**src/rtl/ssort_pkg.sv**
```systemverilog
`default_nettype none

package ssort_pkg;

    // Default number of elements one set can hold.
    localparam int DEPTH_DEFAULT = 64;

    // Entries in the queue between the front and the back; a power of two.
    localparam int QUEUE_DEPTH = 4;

    // Width of one element.
    localparam int VALUE_W = 32;

    // One accepted beat as it travels through the queue.
    typedef struct packed {
        logic [VALUE_W-1:0] value;
        logic               last;
    } item_t;

    // Sequencer states of the back part.
    typedef enum logic [2:0] {
        ST_LOAD,
        ST_SEL_START,
        ST_SEL_SCAN,
        ST_SWAP_A,
        ST_SWAP_B,
        ST_EMIT_RD,
        ST_EMIT_LD
    } back_state_t;

endpackage

`default_nettype wire

```
**src/rtl/ssort_ram.sv**
```systemverilog
`default_nettype none

module ssort_ram #(
    parameter int WIDTH = 32,
    parameter int DEPTH = 64
) (
    input  wire logic                     clk,
    input  wire logic                     wr_en,
    input  wire logic [$clog2(DEPTH)-1:0] wr_addr,
    input  wire logic [WIDTH-1:0]         wr_data,
    input  wire logic                     rd_en,
    input  wire logic [$clog2(DEPTH)-1:0] rd_addr,
    output logic      [WIDTH-1:0]         rd_data
);

    logic [WIDTH-1:0] mem [DEPTH];

    // One write port and one registered read port; read data holds when idle.
    always_ff @(posedge clk)
    begin
        if (wr_en)
        begin
            mem[wr_addr] <= wr_data;
        end
        if (rd_en)
        begin
            rd_data <= mem[rd_addr];
        end
    end

endmodule

`default_nettype wire

```
**src/rtl/ssort_front.sv**
```systemverilog
`default_nettype none

module ssort_front (
    input  wire logic                          clk,
    input  wire logic                          rst_n,
    input  wire logic                          item_valid,
    output logic                               item_ready,
    input  wire logic [ssort_pkg::VALUE_W-1:0] value,
    input  wire logic                          last,
    output logic                               q_valid,
    output ssort_pkg::item_t                   q_item,
    input  wire logic                          q_pop
);

    import ssort_pkg::*;

    localparam int QAW = $clog2(QUEUE_DEPTH);
    localparam int QCW = $clog2(QUEUE_DEPTH + 1);

    item_t          q_reg [QUEUE_DEPTH];
    logic [QAW-1:0] wr_ptr_reg;
    logic [QAW-1:0] rd_ptr_reg;
    logic [QCW-1:0] fill_reg;
    logic [QCW-1:0] fill_next;
    logic           push;
    logic           pop;

    // A beat is taken whenever the queue has room.
    assign item_ready = (fill_reg != QCW'(QUEUE_DEPTH));
    assign push       = item_valid && item_ready;
    assign q_valid    = (fill_reg != '0);
    assign pop        = q_pop && q_valid;
    assign q_item     = q_reg[rd_ptr_reg];

    // Fill count follows pushes and pops.
    always_comb
    begin
        fill_next = fill_reg;
        if (push && !pop)
        begin
            fill_next = fill_reg + QCW'(1);
        end
        else if (pop && !push)
        begin
            fill_next = fill_reg - QCW'(1);
        end
    end

    // Queue pointers and count.
    always_ff @(posedge clk or negedge rst_n)
    begin
        if (!rst_n)
        begin
            wr_ptr_reg <= '0;
            rd_ptr_reg <= '0;
            fill_reg   <= '0;
        end
        else
        begin
            fill_reg <= fill_next;
            if (push)
            begin
                wr_ptr_reg <= wr_ptr_reg + QAW'(1);
            end
            if (pop)
            begin
                rd_ptr_reg <= rd_ptr_reg + QAW'(1);
            end
        end
    end

    // Queue storage.
    always_ff @(posedge clk)
    begin
        if (push)
        begin
            q_reg[wr_ptr_reg] <= '{value: value, last: last};
        end
    end

endmodule

`default_nettype wire

```
**src/rtl/ssort_back.sv**
```systemverilog
`default_nettype none

module ssort_back #(
    parameter int DEPTH = ssort_pkg::DEPTH_DEFAULT
) (
    input  wire logic                          clk,
    input  wire logic                          rst_n,
    input  wire logic                          q_valid,
    input  wire ssort_pkg::item_t              q_item,
    output logic                               q_pop,
    output logic                               result_valid,
    input  wire logic                          result_ready,
    output logic [ssort_pkg::VALUE_W-1:0]      sorted_value,
    output logic                               end_of_set,
    output logic                               overflowed
);

    import ssort_pkg::*;

    localparam int AW = $clog2(DEPTH);
    localparam int CW = $clog2(DEPTH + 1);

    back_state_t        state_reg, state_next;
    logic [CW-1:0]      count_reg, count_next;
    logic               ovf_reg, ovf_next;
    logic [AW-1:0]      pos_reg, pos_next;
    logic [CW-1:0]      scan_reg, scan_next;
    logic [AW-1:0]      issue_idx_reg, issue_idx_next;
    logic [AW-1:0]      best_idx_reg, best_idx_next;
    logic [VALUE_W-1:0] best_val_reg, best_val_next;
    logic [VALUE_W-1:0] pos_val_reg, pos_val_next;
    logic [AW-1:0]      emit_idx_reg, emit_idx_next;
    logic               out_valid_reg, out_valid_next;
    logic [VALUE_W-1:0] out_value_reg, out_value_next;
    logic               out_end_reg, out_end_next;
    logic               out_ovf_reg, out_ovf_next;

    logic               ram_we;
    logic [AW-1:0]      ram_wr_addr;
    logic [VALUE_W-1:0] ram_wr_data;
    logic               ram_rd_en;
    logic [AW-1:0]      ram_rd_addr;
    logic [VALUE_W-1:0] ram_rd_data;
    logic [CW-1:0]      count_inc;
    logic               last_emit;

    ssort_ram #(
        .WIDTH (VALUE_W),
        .DEPTH (DEPTH)
    ) u_store (
        .clk     (clk),
        .wr_en   (ram_we),
        .wr_addr (ram_wr_addr),
        .wr_data (ram_wr_data),
        .rd_en   (ram_rd_en),
        .rd_addr (ram_rd_addr),
        .rd_data (ram_rd_data)
    );

    assign result_valid = out_valid_reg;
    assign sorted_value = out_value_reg;
    assign end_of_set   = out_end_reg;
    assign overflowed   = out_ovf_reg;

    assign last_emit = ((CW'(emit_idx_reg) + CW'(1)) == count_reg);

    // Sequencer: load, select the minimum of the tail, swap, then emit.
    always_comb
    begin
        state_next     = state_reg;
        count_next     = count_reg;
        ovf_next       = ovf_reg;
        pos_next       = pos_reg;
        scan_next      = scan_reg;
        issue_idx_next = issue_idx_reg;
        best_idx_next  = best_idx_reg;
        best_val_next  = best_val_reg;
        pos_val_next   = pos_val_reg;
        emit_idx_next  = emit_idx_reg;
        out_valid_next = out_valid_reg;
        out_value_next = out_value_reg;
        out_end_next   = out_end_reg;
        out_ovf_next   = out_ovf_reg;
        q_pop          = 1'b0;
        ram_we         = 1'b0;
        ram_wr_addr    = '0;
        ram_wr_data    = '0;
        ram_rd_en      = 1'b0;
        ram_rd_addr    = '0;
        count_inc      = count_reg;

        // The output register empties when its beat is taken.
        if (out_valid_reg && result_ready)
        begin
            out_valid_next = 1'b0;
        end

        unique case (state_reg)
            ST_LOAD:
            begin
                if (q_valid)
                begin
                    q_pop = 1'b1;
                    // Store the element, or drop it and note the overflow.
                    if (count_reg != CW'(DEPTH))
                    begin
                        ram_we      = 1'b1;
                        ram_wr_addr = count_reg[AW-1:0];
                        ram_wr_data = q_item.value;
                        count_inc   = count_reg + CW'(1);
                    end
                    else
                    begin
                        ovf_next = 1'b1;
                    end
                    count_next = count_inc;
                    if (q_item.last)
                    begin
                        pos_next      = '0;
                        emit_idx_next = '0;
                        if (count_inc == CW'(1))
                        begin
                            state_next = ST_EMIT_RD;
                        end
                        else
                        begin
                            state_next = ST_SEL_START;
                        end
                    end
                end
            end

            ST_SEL_START:
            begin
                ram_rd_en      = 1'b1;
                ram_rd_addr    = pos_reg;
                issue_idx_next = pos_reg;
                scan_next      = CW'(pos_reg) + CW'(1);
                state_next     = ST_SEL_SCAN;
            end

            ST_SEL_SCAN:
            begin
                // Compare the word read last cycle; the first strictly smaller wins.
                if (issue_idx_reg == pos_reg)
                begin
                    best_val_next = ram_rd_data;
                    pos_val_next  = ram_rd_data;
                    best_idx_next = pos_reg;
                end
                else if ($signed(ram_rd_data) < $signed(best_val_reg))
                begin
                    best_val_next = ram_rd_data;
                    best_idx_next = issue_idx_reg;
                end
                if (scan_reg < count_reg)
                begin
                    ram_rd_en      = 1'b1;
                    ram_rd_addr    = scan_reg[AW-1:0];
                    issue_idx_next = scan_reg[AW-1:0];
                    scan_next      = scan_reg + CW'(1);
                end
                else
                begin
                    state_next = ST_SWAP_A;
                end
            end

            ST_SWAP_A:
            begin
                ram_we      = 1'b1;
                ram_wr_addr = best_idx_reg;
                ram_wr_data = pos_val_reg;
                state_next  = ST_SWAP_B;
            end

            ST_SWAP_B:
            begin
                ram_we      = 1'b1;
                ram_wr_addr = pos_reg;
                ram_wr_data = best_val_reg;
                pos_next    = pos_reg + AW'(1);
                if ((CW'(pos_reg) + CW'(2)) < count_reg)
                begin
                    state_next = ST_SEL_START;
                end
                else
                begin
                    state_next = ST_EMIT_RD;
                end
            end

            ST_EMIT_RD:
            begin
                ram_rd_en   = 1'b1;
                ram_rd_addr = emit_idx_reg;
                state_next  = ST_EMIT_LD;
            end

            ST_EMIT_LD:
            begin
                // Read data holds until the output register has room.
                if (!out_valid_reg || result_ready)
                begin
                    out_valid_next = 1'b1;
                    out_value_next = ram_rd_data;
                    out_end_next   = last_emit;
                    out_ovf_next   = ovf_reg;
                    if (last_emit)
                    begin
                        count_next = '0;
                        ovf_next   = 1'b0;
                        state_next = ST_LOAD;
                    end
                    else
                    begin
                        emit_idx_next = emit_idx_reg + AW'(1);
                        state_next    = ST_EMIT_RD;
                    end
                end
            end

            default:
            begin
                state_next = ST_LOAD;
            end
        endcase
    end

    // Control registers.
    always_ff @(posedge clk or negedge rst_n)
    begin
        if (!rst_n)
        begin
            state_reg     <= ST_LOAD;
            count_reg     <= '0;
            ovf_reg       <= 1'b0;
            out_valid_reg <= 1'b0;
        end
        else
        begin
            state_reg     <= state_next;
            count_reg     <= count_next;
            ovf_reg       <= ovf_next;
            out_valid_reg <= out_valid_next;
        end
    end

    // Datapath registers.
    always_ff @(posedge clk)
    begin
        pos_reg       <= pos_next;
        scan_reg      <= scan_next;
        issue_idx_reg <= issue_idx_next;
        best_idx_reg  <= best_idx_next;
        best_val_reg  <= best_val_next;
        pos_val_reg   <= pos_val_next;
        emit_idx_reg  <= emit_idx_next;
        out_value_reg <= out_value_next;
        out_end_reg   <= out_end_next;
        out_ovf_reg   <= out_ovf_next;
    end

endmodule

`default_nettype wire

```
**src/rtl/selection_sorter.sv**
```systemverilog
`default_nettype none

// Selection sorter. Signed 32-bit values arrive one per beat on the item
// channel; the beat with last high closes the set. Up to DEPTH values are
// kept, further ones are dropped and every result of that set then carries
// overflowed. The set comes out on the result channel in ascending order,
// one value per beat, with end_of_set on the final one. A four-entry queue
// in front of the sorter keeps taking beats while a set is being sorted or
// emitted. Sorting a set of n values runs one scan per position over a
// store with one write port and one registered read port, and each value
// is read from the store again before it goes out. The store needs no
// clearing after reset.
module selection_sorter #(
    parameter int DEPTH = ssort_pkg::DEPTH_DEFAULT
) (
    input  wire logic                                 clk,
    input  wire logic                                 rst_n,
    input  wire logic                                 item_valid,
    output logic                                      item_ready,
    input  wire logic signed [ssort_pkg::VALUE_W-1:0] value,
    input  wire logic                                 last,
    output logic                                      result_valid,
    input  wire logic                                 result_ready,
    output logic signed [ssort_pkg::VALUE_W-1:0]      sorted_value,
    output logic                                      end_of_set,
    output logic                                      overflowed
);

    import ssort_pkg::*;

    logic               q_valid;
    item_t              q_item;
    logic               q_pop;
    logic [VALUE_W-1:0] sorted_bits;

    ssort_front u_front (
        .clk        (clk),
        .rst_n      (rst_n),
        .item_valid (item_valid),
        .item_ready (item_ready),
        .value      (value),
        .last       (last),
        .q_valid    (q_valid),
        .q_item     (q_item),
        .q_pop      (q_pop)
    );

    ssort_back #(
        .DEPTH (DEPTH)
    ) u_back (
        .clk          (clk),
        .rst_n        (rst_n),
        .q_valid      (q_valid),
        .q_item       (q_item),
        .q_pop        (q_pop),
        .result_valid (result_valid),
        .result_ready (result_ready),
        .sorted_value (sorted_bits),
        .end_of_set   (end_of_set),
        .overflowed   (overflowed)
    );

    assign sorted_value = $signed(sorted_bits);

endmodule

`default_nettype wire

```
**config.mk**
```make
export PLATFORM = sky130hd
export DESIGN_NAME = selection_sorter
export DESIGN_NICKNAME = d
export VERILOG_FILES = /design/src/rtl/ssort_pkg.sv /design/src/rtl/ssort_ram.sv /design/src/rtl/ssort_front.sv /design/src/rtl/ssort_back.sv /design/src/rtl/selection_sorter.sv
export SDC_FILE = /design/constraint.sdc
export NUM_CORES = 2
export LEC_CHECK = 0
export CORE_MARGIN = 2
export CORE_UTILIZATION = 60
export CTS_BUF_LIST = sky130_fd_sc_hd__clkbuf_8
export CTS_CLUSTER_SIZE = 20
export DETAILED_ROUTE_END_ITERATION = 8
export DONT_BUFFER_PORTS = 1
export PLACE_DENSITY = 0.74
export SYNTH_ARGS = -nofsm -noshare
export SYNTH_HDL_FRONTEND = slang
export SYNTH_SLANG_ARGS = --single-unit
```
**constraint.sdc**
```tcl
create_clock -name clk -period 6.8 [get_ports clk]
set_input_delay 1.02 -clock clk [delete_from_list [all_inputs] [get_ports clk]]
set_output_delay 1.02 -clock clk [all_outputs]
set_load 0.1 [all_outputs]
```
**Yosys cells after proc, flatten, opt, wreduce, memory -nomap -nowiden**

Memories as Yosys holds them, arrays and structs flattened. A register that Yosys moved wholly into a read port is not among the register bits.
Cells that the tools add are included.
Widths: inputs -> output; s select.

- Flip-flop bits (word level): 148
- RAM bits: 2180
- Input port bits: 37
- Output and inout port bits: 36
- Logic and storage cells: 137
- Memories: 2

Memories:

| name | words | width | read ports | clocked after Yosys merged registers in | wr ports | line | text |
|---|---|---|---|---|---|---|---|
| u_back.u_store.mem | 64 | 32 | 1 | 1 | 1 | ssort_ram.sv:16 | `logic [WIDTH-1:0] mem [DEPTH];` |
| u_front.q_reg | 4 | 33 | 1 | 0 | 1 | ssort_front.sv:20 | `item_t q_reg [QUEUE_DEPTH];` |

- Add/subtract/negate cells: 11
- $lt $le $gt $ge: 3
- Equal/unequal tests: 19
- Mux-type cells: 58
- Reductions and logical operators: 27

Operators by type and width:

| kind | count |
|---|---|
| $mux 32 | 4 |
| $pmux 32 s3 | 1 |
| $mux 6 | 10 |
| $mux 7 | 7 |
| $pmux 6 s2 | 3 |
| $pmux 6 s3 | 2 |
| $lt 32x32->1 | 1 |
| $pmux 7 s2 | 2 |
| $mux 3 | 9 |
| $pmux 3 s7 | 1 |
| $mux 1 | 16 |
| $add 6x1->7 const B | 2 |
| $add 7x1->7 const B | 2 |
| $lt 7x7->1 | 2 |
| $add 6x1->6 const B | 2 |
| $ne 2x2->1 const B | 5 |
| $reduce_and 5->1 | 2 |
| $reduce_bool 2->1 | 5 |
| $eq 3x3->1 const B | 3 |
| $reduce_and 2->1 | 4 |
| $reduce_and 4->1 | 2 |
| $add 6x2->7 const B | 1 |
| $eq 7x1->1 const B | 1 |
| $eq 7x7->1 | 1 |
| other kinds (17) | 30 |

**Longest topological paths before layout**

- Depth in word-level cells: 9
- Gate-level depth with buffers: 17
- Depth with buffers taken out: 11

**Hierarchy**

From an unflattened synthesis, not the netlist that was laid out.

- Cell total of the unflattened synthesis: 4112
- Area, all modules: 91282.5 um^2

By module, submodules not included:

| module | times used | cells each | area each (um^2) | sequential area each (um^2) |
|---|---|---|---|---|
| ssort_ram | 1 | 3324 | 78835.6 | 62459.9 |
| ssort_back | 1 | 580 | 7223.2 | 4174.0 |
| ssort_front | 1 | 208 | 5223.8 | 4139.0 |

**Least setup slack after synthesis**

No wires, ideal clock.

- Kind: register -> register
- Start point: reg u_back.state_reg[1]
- End point: reg u_back.best_idx_reg[0], enable pin
- Setup time: 0.486 ns
- Data arrival time: 4.503 ns
- Required time: 6.314 ns
- Path slack: 1.811 ns
- Stages on the path, launching flop included: 9
- Path buffers: 2
- Period minus slack after synthesis: 4.989 ns
- Cells stage by stage: dfrtp_1 clkbuf_1 inv_1 nor3_1 clkbuf_1 and4b_1 o311a_1 o21ai_0 o21ai_0

- Cells in the longest elaborated chain, start to end: 2

Ends and longest elaborated chain:

| what | line | text |
|---|---|---|
| from (decl) | ssort_back.sv:23 | `back_state_t state_reg, state_next;` |
| from (signal assigned) | ssort_back.sv:242 | `state_reg <= state_next;` |
| $eq 3x2->1 | ssort_back.sv:98 | `unique case (state_reg)` |
| $reduce_and 2->1 (no line) | n/a |  |
| to (signal assigned) | ssort_back.sv:255 | `best_idx_reg <= best_idx_next;` |
| to (decl) | ssort_back.sv:29 | `logic [AW-1:0] best_idx_reg, best_idx_next;` |

No other way between the ends.
A chain may end at the register's enable or synchronous reset.

**Worst setup path in the final report**

- Start point: reg u_back.count_reg[4]
- End point: reg u_back.u_store.rd_data[21], read port of u_back.u_store.mem (data pin)

- Cells in the longest elaborated chain, start to end: 3
- Elaborated cells between the ends (all ways): 5
- Those cells by class: order compare (1); mux (4)

Ends and longest elaborated chain:

| what | line | text |
|---|---|---|
| from (decl) | ssort_back.sv:24 | `logic [CW-1:0] count_reg, count_next;` |
| from (signal assigned) | ssort_back.sv:243 | `count_reg <= count_next;` |
| $lt 7x7->1 * | ssort_back.sv:156 | `if (scan_reg < count_reg)` |
| $mux 6 or $mux 1 (tied branches) | ssort_back.sv:156 |  |
| $pmux 6 s3 or $pmux 1 s2 (tied branches) | ssort_back.sv:98 |  |
| to (decl) | ssort_ram.sv:13 | `output logic [WIDTH-1:0] rd_data` |

Every way passes the cells marked *; elsewhere a longest branch is shown, timed or not.

==> results <==
- The run finished, with violations left.
- The checks that failed: capacitance limit.
- Setup repair after global routing left no endpoint under its margin.
- In this run the worst path has a maximum fanout of 51.
- The first global-routing pass estimated 373 mm of wire.
- Of all flip-flops after synthesis, the portion carrying an async set or reset was 0.805%.
- The net count after synthesis is 6082.
- For this design the ratio of total power to cell area is 264 nW/µm².
- The count of buffers inserted at the top-level ports is 0.
- Post-CTS repair changed the size of 0 cells.
- The count of endpoints failing setup in the final report is 0.
- The multi-input combinational cells in the finished layout cover a total of 20600 µm².
- The end point of the worst hold path is u_front.q_reg[1][0].
- The via count of the first global-routing pass is 54342.
- The min-delay analysis places its worst path in the category primary input to flop.
- The count of pins over their slew limit is 0.
- The number of setup buffers added after CTS is 0.
- The worst endpoint required time is 7.58 ns.
- The worst path buffer plus inverter count is 2.
- The smallest clock period supported by the final layout is computed as 5.64 ns.
- By startpoint and endpoint, the worst setup path is classified as flop to flop.
- Summing all flip-flop and latch instances after layout gives 70800 µm².
- Based on the critical path, the design can be clocked at up to 0.177 GHz.
- Summed over all layers, the global routing overflow is 0.
- The largest stage delay on the critical path is 1.02 ns.
- The share of final-layout standard cells stronger than drive strength 1 is 13.1%.
- On the critical path, the stage with the largest delay is an instance of a21oi_1.
- The reg2reg setup slack is 1.16 ns.
- Relative to the synthesized area, the layout overhead comes to 10.9%.
- The die covers 157000 µm².
- The congestion estimate from routability-driven global placement came to 0.919.
- Counting along the longest clock path gives a buffer depth of 4.
- The detailed placer's ending HPWL is 152 mm.
- The count of flip-flops with a built-in enable after synthesis is 2341.
- The placeable core region is 154000 µm².
- For the pin with the worst max-slew slack, the measured transition is 1.49 ns.
- Across the VDD grid, the largest voltage drop is 0.223 mV.
- The number of search-and-repair iterations in the first detailed-routing pass is 8.
- Clock-pin slew was measured on the worst setup and hold paths at 0.06 ns.
- The initial antenna violation count is 6.
- The destination of the worst register-to-register timing path is u_back.u_store.rd_data[21].
- The detail-routed via count per cell is 6.64.
- For the worst flop-to-flop path, the logic depth is 12.
- In the layout the commonest cells are edfxtp_1 (2341), nand2_1 (1267), nand3_1 (382).
- The number of instances in the synthesized netlist is 5989.
- The clock tree from TritonCTS is done.
- The worst path arrival time is 6.42 ns.
- Sequential elements use 76.5% of the synthesized area.
- After synthesis, the mean cell area works out to 15.4 µm².
- Yosys printed 0 warnings.
- The overall track demand over capacity in global routing is 32.9%.
- Counting distinct cell types in the post-synthesis netlist gives 68.
- CTS built an H-tree with a depth of 5.
- At the end of the flow, the number of nets in the layout was 6313.
- Measured against its own limit, the worst slew margin works out to 0.268%.
- The initialized floorplan defines 144 standard-cell rows.
- The total negative slack for setup checks is 0 ns.
- STA classifies the critical path startpoint as a flop.
- The die extent in x is 397 µm.
- The first routing iteration left 9421 violations.
- Once the floorplan was initialized, standard cells occupied 60.3% of the core.
- The floorplan step set the die height to 397 µm.
- The max-capacitance violation count is 1.
- The average detailed-routed wire length per instance is 30.5 µm.
- The via count is 56577.
- The quantity of hold-fixing buffers added after cts is 34.
- Overall power consumption after layout is estimated at 27000 µW.
- The worst hold path begins at last.
- The worst reg2reg path startpoint is u_back.count_reg[4].
- STA classifies the critical path endpoint as a flop.
- After synthesis the cells add up to 92500 µm².
- The number of sinks handled by clock tree synthesis is 2360.
- The signal on the critical path passes through inv_1 > ha_1 > a21o_1 > a21oi_1 > o211ai_1 > and2_2 > nor2_4 > buf_12 > a32oi_1 > a41o_1 > a21oi_1 > o211ai_1.
- The number of endpoints with negative hold slack in the final report came to 0.
- The final routed wirelength across all metal layers is 260 mm.
- The count of fill cells added during filler insertion is 10135.
- The post-detailed-route DRC marker count is 0.
- The buffer type at the clock tree root is clkbuf_8.
- The primary flip-flop cell chosen by synthesis mapping is edfxtp_1.
- The worst hold path passes through 0 cells.
- The kind of cell with the highest combined delay on the critical path is compound AO/OA/AOI/OAI gates.
- The clock tree skew after final layout is 0.107 ns.
- The flip-flop count of the largest register after layout is 2048.
- For this design the static power due to leakage is 0.0310 µW.
- The final worst-path cycle share is 83.0%.
- Leaving out fill and tap cells, the most frequent cell in the layout is edfxtp_1.
- For the worst-skew pair, the clock arrives at the later sink with an insertion delay of 1.10 ns.
- The number of top-level pins is 73.
- The largest net degree at the start of global routing is 134.
- In this run, CTS created clock tree buffers numbering 371.
- The detail route stage leaves a number of antenna-violating nets equal to 0.
- The total of flip-flops plus latches after synthesis is 2360.
==> synthesized netlist by cell type, drive strengths merged, types with 13 or more instances <==
| master | n | area, µm² |
|---|---|---|
| a21o | 25 | 188 |
| a21oi | 140 | 701 |
| a221o | 31 | 310 |
| a221oi | 30 | 263 |
| a222oi | 46 | 460 |
| a31oi | 101 | 632 |
| a32oi | 157 | 1380 |
| a41oi | 13 | 114 |
| buf | 136 | 616 |
| clkbuf | 228 | 856 |
| dfrtp | 19 | 475 |
| edfxtp | 2341 | 70300 |
| ha | 55 | 688 |
| inv | 84 | 315 |
| mux2i | 260 | 2600 |
| mux4 | 103 | 2320 |
| nand2 | 1270 | 4770 |
| nand3 | 382 | 1910 |
| nand4 | 96 | 601 |
| nor2 | 143 | 537 |
| nor3 | 14 | 70.1 |
| o2111ai | 27 | 236 |
| o211ai | 13 | 97.6 |
| o21ai | 55 | 275 |
| or2 | 13 | 81.3 |
| xnor2 | 26 | 228 |
==> power by group <==
part / switching, µW / total, µW / internal (µW)
clock: 5350 / 10800 / 5400
sequential: 53.5 / 16000 / 15900
combinational: 198 / 295 / 96.7
total: 5600 / 27000 / 21400
==> kinds of logic (layout without fill, tap and decap cells) <==
| group | count (synthesis) | in the layout | share of synthesized area, % |
|---|---|---|---|
| AO/OA/AOI/OAI | 731 | 731 | 5.90 |
| flip-flops | 2360 | 2360 | 76.5 |
| AND/OR/NAND/NOR | 1990 | 1990 | 9.18 |
| other | 0 | 3 | 0 |
| adder cells (fa/ha/maj) | 56 | 56 | 0.766 |
| XOR/XNOR | 37 | 37 | 0.350 |
| multiplexers | 367 | 367 | 5.37 |
| buffers and inverters | 448 | 931 | 1.93 |
==> layer usage <==
metal	global-route usage [%]	part of all wire, %	up-vias
met2	49.8	46	4267
met1	44.6	36	28090
met5	0	0.012	-
met4	14.4	4.8	4
li1	-	-	23615
met3	10.0	14	601
==> final cells by class <==
cell class                 instances  area share, %
multi-input combinational       3181           20.1
sequential                      2360           69.0
tap                             2044           2.49
clock inverter                   252           1.22
inverter                          84          0.307
antenna                            3        0.00731
timing repair buffer             222           1.96
clock buffer                     373           5.00
==> metrics by stage <==
stage / hold slack [ns] / instances / utilization (%) / worst slack [ns] / area, µm²
2_1_floorplan: 0.425 / 5989 / - / 1.81 / 92500
3_3_place_gp: 0.441 / 7853 / 62.4 / 0.789 / 95900
3_5_place_dp: 0.456 / 7857 / 62.5 / 1.38 / 95900
4_1_cts: 0.0194 / 8516 / 66.9 / 1.39 / 103000
5_1_grt: 0.0342 / 8517 / 66.9 / 0.935 / 103000
6_report: 0.0939 / 8519 / 66.9 / 1.16 / 103000
==> worst max-delay path by stage <==
stage	startpoint	endpoint	slack, ns	depth (start not counted)
detailed placement	u_back.count_reg[2]	u_back.u_store.rd_data[21]	1.38	13
global route	u_back.count_reg[2]	u_back.u_store.rd_data[21]	0.94	13
CTS	u_back.count_reg[2]	u_back.u_store.rd_data[21]	1.39	13
global placement	u_back.count_reg[2]	u_back.u_store.rd_data[19]	0.79	12
finish	u_back.count_reg[4]	u_back.u_store.rd_data[21]	1.16	12
floorplan	u_back.state_reg[1]	u_back.best_idx_reg[0]	1.81	8
Note: power is estimated with default switching activity, not from simulation.
